**src/rtl/cssu_pkg.sv**
```systemverilog
// ---------------------------------------------------------------------------
// cssu_pkg
// Types, codes and helpers of the convex support point search unit.
// ---------------------------------------------------------------------------
`timescale 1ns / 1ps
`default_nettype none
package cssu_pkg;

  typedef enum logic [1:0] {
    OP_CLEAR  = 2'd0,
    OP_APPEND = 2'd1,
    OP_QUERY  = 2'd2
  } op_t;

  typedef enum logic [2:0] {
    ST_IDLE,
    ST_MUL,
    ST_MAT,
    ST_SCAN,
    ST_DRAIN,
    ST_DIV,
    ST_WAIT,
    ST_OUT
  } state_t;

  localparam int SQRT_ITER = 32;
  localparam int DIV_W     = 63;

  typedef struct packed {
    logic signed [31:0] x;
    logic signed [31:0] y;
    logic signed [31:0] z;
  } point_t;

  typedef struct packed {
    logic [1:0]         op;
    logic signed [31:0] vec_x;
    logic signed [31:0] vec_y;
    logic signed [31:0] vec_z;
    logic signed [31:0] pos_x;
    logic signed [31:0] pos_y;
    logic signed [31:0] pos_z;
    logic signed [31:0] quat_w;
    logic signed [31:0] quat_x;
    logic signed [31:0] quat_y;
    logic signed [31:0] quat_z;
    logic signed [31:0] bias;
  } req_t;

  typedef struct packed {
    logic signed [31:0] sup_x;
    logic signed [31:0] sup_y;
    logic signed [31:0] sup_z;
    logic [5:0]         best_index;
    logic               empty_set;
  } rsp_t;

  typedef struct packed {
    logic clear;
    logic append;
    logic query_load;
    logic mul;
    logic mat_load;
    logic scan;
    logic div_start;
    logic out_load;
  } cmd_t;

  typedef struct packed {
    logic cnt_zero;
    logic scan_last;
    logic pipe_busy;
    logic sqrt_busy;
    logic div_busy;
    logic out_busy;
  } sts_t;

  function automatic logic signed [31:0] sat32(input logic signed [65:0] v);
    logic signed [31:0] r;
    if (v > 66'sd2147483647) begin
      r = 32'sh7fffffff;
    end else if (v < -66'sd2147483648) begin
      r = 32'sh80000000;
    end else begin
      r = v[31:0];
    end
    return r;
  endfunction

endpackage
`default_nettype wire

```
**src/rtl/cssu_ctrl.sv**
```systemverilog
// ---------------------------------------------------------------------------
// cssu_ctrl
// Sequencer: decodes requests and steps the datapath through a query.
// ---------------------------------------------------------------------------
`timescale 1ns / 1ps
`default_nettype none
module cssu_ctrl
  import cssu_pkg::*;
(
  input  logic       clk,
  input  logic       rst,
  input  logic       req_valid,
  input  logic [1:0] req_op,
  input  sts_t       sts,
  output logic       req_ready,
  output cmd_t       cmd
);

  state_t state;
  state_t state_next;

  always_ff @(posedge clk) begin
    if (rst) begin
      state <= ST_IDLE;
    end else begin
      state <= state_next;
    end
  end

  always_comb begin
    state_next = state;
    unique case (state)
      ST_IDLE: begin
        if (req_valid && req_op == OP_QUERY) begin
          state_next = sts.cnt_zero ? ST_OUT : ST_MUL;
        end
      end
      ST_MUL:   state_next = ST_MAT;
      ST_MAT:   state_next = ST_SCAN;
      ST_SCAN: begin
        if (sts.scan_last) state_next = ST_DRAIN;
      end
      ST_DRAIN: begin
        if (!sts.pipe_busy && !sts.sqrt_busy) state_next = ST_DIV;
      end
      ST_DIV:   state_next = ST_WAIT;
      ST_WAIT: begin
        if (!sts.div_busy) state_next = ST_OUT;
      end
      ST_OUT: begin
        if (!sts.out_busy) state_next = ST_IDLE;
      end
      default:  state_next = ST_IDLE;
    endcase
  end

  always_comb begin
    cmd       = '0;
    req_ready = 1'b0;
    unique case (state)
      ST_IDLE: begin
        req_ready = 1'b1;
        if (req_valid) begin
          unique case (req_op)
            OP_CLEAR:  cmd.clear      = 1'b1;
            OP_APPEND: cmd.append     = 1'b1;
            OP_QUERY:  cmd.query_load = 1'b1;
            default: ;
          endcase
        end
      end
      ST_MUL:   cmd.mul       = 1'b1;
      ST_MAT:   cmd.mat_load  = 1'b1;
      ST_SCAN:  cmd.scan      = 1'b1;
      ST_DIV:   cmd.div_start = 1'b1;
      ST_OUT:   cmd.out_load  = !sts.out_busy;
      default: ;
    endcase
  end

endmodule
`default_nettype wire

```
**config.mk**
```make
export PLATFORM = sky130hd
export DESIGN_NAME = cssu_ctrl
export DESIGN_NICKNAME = d
export VERILOG_FILES = /design/src/rtl/cssu_pkg.sv /design/src/rtl/cssu_ctrl.sv
export SDC_FILE = /design/constraint.sdc
export NUM_CORES = 1
export LEC_CHECK = 0
export ABC_CLOCK_PERIOD_IN_PS = 1600
export BUFFER_PORTS_ARGS = -buffer_cell sky130_fd_sc_hd__buf_2
export CORE_AREA = 2 2 39 41
export CTS_BUF_LIST = sky130_fd_sc_hd__clkbuf_2
export DETAILED_ROUTE_END_ITERATION = 10
export DIE_AREA = 0 0 41 43
export PLACE_DENSITY_LB_ADDON = 0.08
export SETUP_SLACK_MARGIN = 0.02
export SYNTH_ARGS = -nofsm -noshare
export SYNTH_HDL_FRONTEND = slang
export SYNTH_SLANG_ARGS = --single-unit
```
**constraint.sdc**
```tcl
create_clock -name clk -period 1.6 [get_ports clk]
set_clock_uncertainty 0.15 [all_clocks]
set_input_delay 0.24 -clock clk [delete_from_list [all_inputs] [get_ports clk]]
set_output_delay 0.24 -clock clk [all_outputs]
set_load 0.005 [all_outputs]
```
==> flow_summary_export.csv <==
group,metric,value,unit
clock_network,clkLatencyLatePin,210,ps
power,combinationalPowerShare,0.804,
synthesis,synth-warning-count,0,
synthesis,ys_ff_latch,3,
power,swShare,0.397,
synthesis,yosys.cell_types.count,25,
global_route,grt_max_degree,8,
run_status,failed_checks,"setup timing",
cells_and_area,drive_above_1_share,0.762,
cells_and_area,multiInputGateArea,363,um^2
hold_path,hp-start,"rst",
clock_network,clk_pin_slew,50,ps
sta,fmax,594,MHz
die,start_util,0.252,
setup_path,worstSetupPathType,"register to output pin",
setup_path,r2r-start,"state[1]",
setup_path,end_kind,"output pin",
clock_network,cts_buffers,3,
sta,fin_crit,1680,ps
die,fp.dieW,41,um
clock_network,clock_path_buffers,2,
sta,hold_violations,0,
cells_and_area,top_regs,"state: 3 flops",
routing,drtPass1Iterations,2,
cells_and_area,largest_register_ffs,3,
setup_path,worst_path_largest_cell_delay,350,ps
cells_and_area,final_util,0.557,
die,num_rows,14,
die,ios,20,
power,powerDensity,1790,nW/um^2
routing,drc,0,
power,internal-power,833,uW
power,p_clk_frac,0.079,
synthesis,synth_top_cell_by_area,"dfxtp_1",
setup_path,path_buf_inv,2,
synthesis,syn-num-nets,55,
sta,relSlewSlack,0.840,
clock_network,cts-root-buf,"clkbuf_2",
power,p_seq_frac,0.117,
global_route,grt_antenna_before_repair,0,
place,hpwl,801,um
place,gp_congestion,0.726,
routing,wl_per_cell,12.1,um
routing,wirelength,1210,um
setup_path,startpoint_type,"register",
synthesis,yosysTopAreaCellShare,0.172,
synthesis,seq_area_frac_synth,0.172,
routing,via_per_inst,4.59,
clock_network,cts.sinks,3,
cells_and_area,mostFrequentLayoutCell,"buf_2",
synthesis,synth.top_cells.by_area,"dfxtp_1, ha_1, a2111oi_4, nor3b_1, nor2b_1",
global_route,gr-total-overflow,0,
synthesis,synth_cells,40,
sta,setup_viol,9,
clock_network,hold_buffers,0,
setup_path,critical_path_arrival,1290,ps
sta,finalMaxSlewViolations,0,
run_status,status,"finished with violations",
sta,period_share,1.05,
sta,fin_tns_setup,-472,ps
cells_and_area,seq_area,67.6,um^2
setup_path,crit_fanout,3,
routing,ant_nets,0,
setup_path,path_cells,"inv_4 > ha_4 > and2b_2 > nand2_4 > nor3b_2 > buf_2",
clock_network,htreeDepth,1,
clock_network,cts_tree,"done",
power,p_sw,549,uW
routing,drtIter0Drc,1,
power,vdd_drop_max,773,uV
global_route,grt_pass1_vias,456,
cells_and_area,fillers,128,
cells_and_area,syn2layout_area_growth,121,%
sta,rsz0062_at_grt,"true",
synthesis,syn_area_per_cell,8.73,um^2
setup_path,cpLargestDelayFamily,"simple AND/OR/NAND/NOR gates",
place,port-buffer-count,19,
place,post-place-ws,-81.1,ps
cells_and_area,layout.nets,100,
die,core_area,1380,um^2
cells_and_area,antennaDiodeCount,0,
run,max-cap-violations,0,
sta,tightest_slew,237,ps
global_route,grt_pass1_wl,1950,um
die,dieHeight,43,um
power,power_leakage,0.000359,uW
die,dieArea,1760,um^2
setup_path,required,1210,ps
cells_and_area,final_cell_mix,"buf_2, buf_4, clkbuf_2, buf_6",
cells_and_area,regMostFlops,"state",
synthesis,syn_area,349,um^2
setup_path,worst_path_max_delay_cell,"dfxtp_4",
global_route,grt.total_usage,0.169,
hold_path,hp-class,"input pin to register",
sta,layout_setup_ws,-84.2,ps
setup_path,crit_start,"state[1]",
sta,worst_hold_slack,83.4,ps
routing,vias,459,
-- cells by family (layout without fill, tap and decap cells) --
kind of cell             after synthesis  count (layout)  synth area share
AO/OA/AOI/OAI                         14              14             0.355
buffers and inverters                  3              47            0.0358
adder cells (fa/ha/maj)                4               4             0.143
flip-flops                             3               3             0.172
AND/OR/NAND/NOR                       15              15             0.265
multiplexers                           1               1            0.0287
-- layer usage --
| layer | vias to the layer above | global-route usage | wire length, um |
|---|---|---|---|
| met5 | - | 0 | 0 |
| met4 | 0 | 0.120 | 0 |
| met3 | 0 | 0 | 42 |
| met2 | 8 | 0.291 | 697 |
| met1 | 212 | 0.185 | 471 |
| li1 | 239 | - | - |
-- timing repair --
item                       CTS  global route
gates cloned                 0             0
pin swaps                    8             4
setup endpoints to repair   11            11
setup buffers               10             1
resized for setup           21             6
-- layout make-up --
class,count,share of cell area
Tap cell,16,0.0260
Inverter,2,0.0162
Clock buffer,4,0.0260
Timing Repair Buffer,41,0.373
Multi-Input combinational cell,34,0.471
Sequential cell,3,0.0877
-- metrics by stage --
step	power (uW)	area, um^2	cells
detailed placement	855	547	85
global placement	868	547	85
floorplan	569	354	40
finish	1380	771	100
CTS	1310	739	99
global route	1500	771	100
-- path summary, 6_finish.rpt --
kind | end | slack, ps | depth (start not counted)
max | cmd[6] | -80 | 6
min | state[0] | 80 | 2
max reg2reg | state[1] | -50 | 6
min reg2reg | state[1] | 540 | 3
-- Yosys cell counts, drive strengths merged --
cell     instances
a211o            1
nand2            2
a2111oi          1
nor3             1
a22o             1
nor2b            3
and2             1
o21ai            2
nor3b            3
nor2             2
buf              1
a21oi            3
ha               4
mux2i            1
a211oi           2
nand3b           1
a31oi            1
o21a             1
dfxtp            3
and2b            1
inv              2
nor4b            1
a311oi           2
-- power groups by stage --
| stage | Sequential (uW) | Combinational, uW | Clock, uW |
|---|---|---|---|
| global placement | 144 | 724 | 0 |
| CTS | 158 | 1040 | 117 |
| floorplan | 138 | 431 | 0 |
| finish | 162 | 1110 | 109 |
| global route | 166 | 1210 | 118 |
| detailed placement | 141 | 714 | 0 |
(Power assumes the default switching activity.)
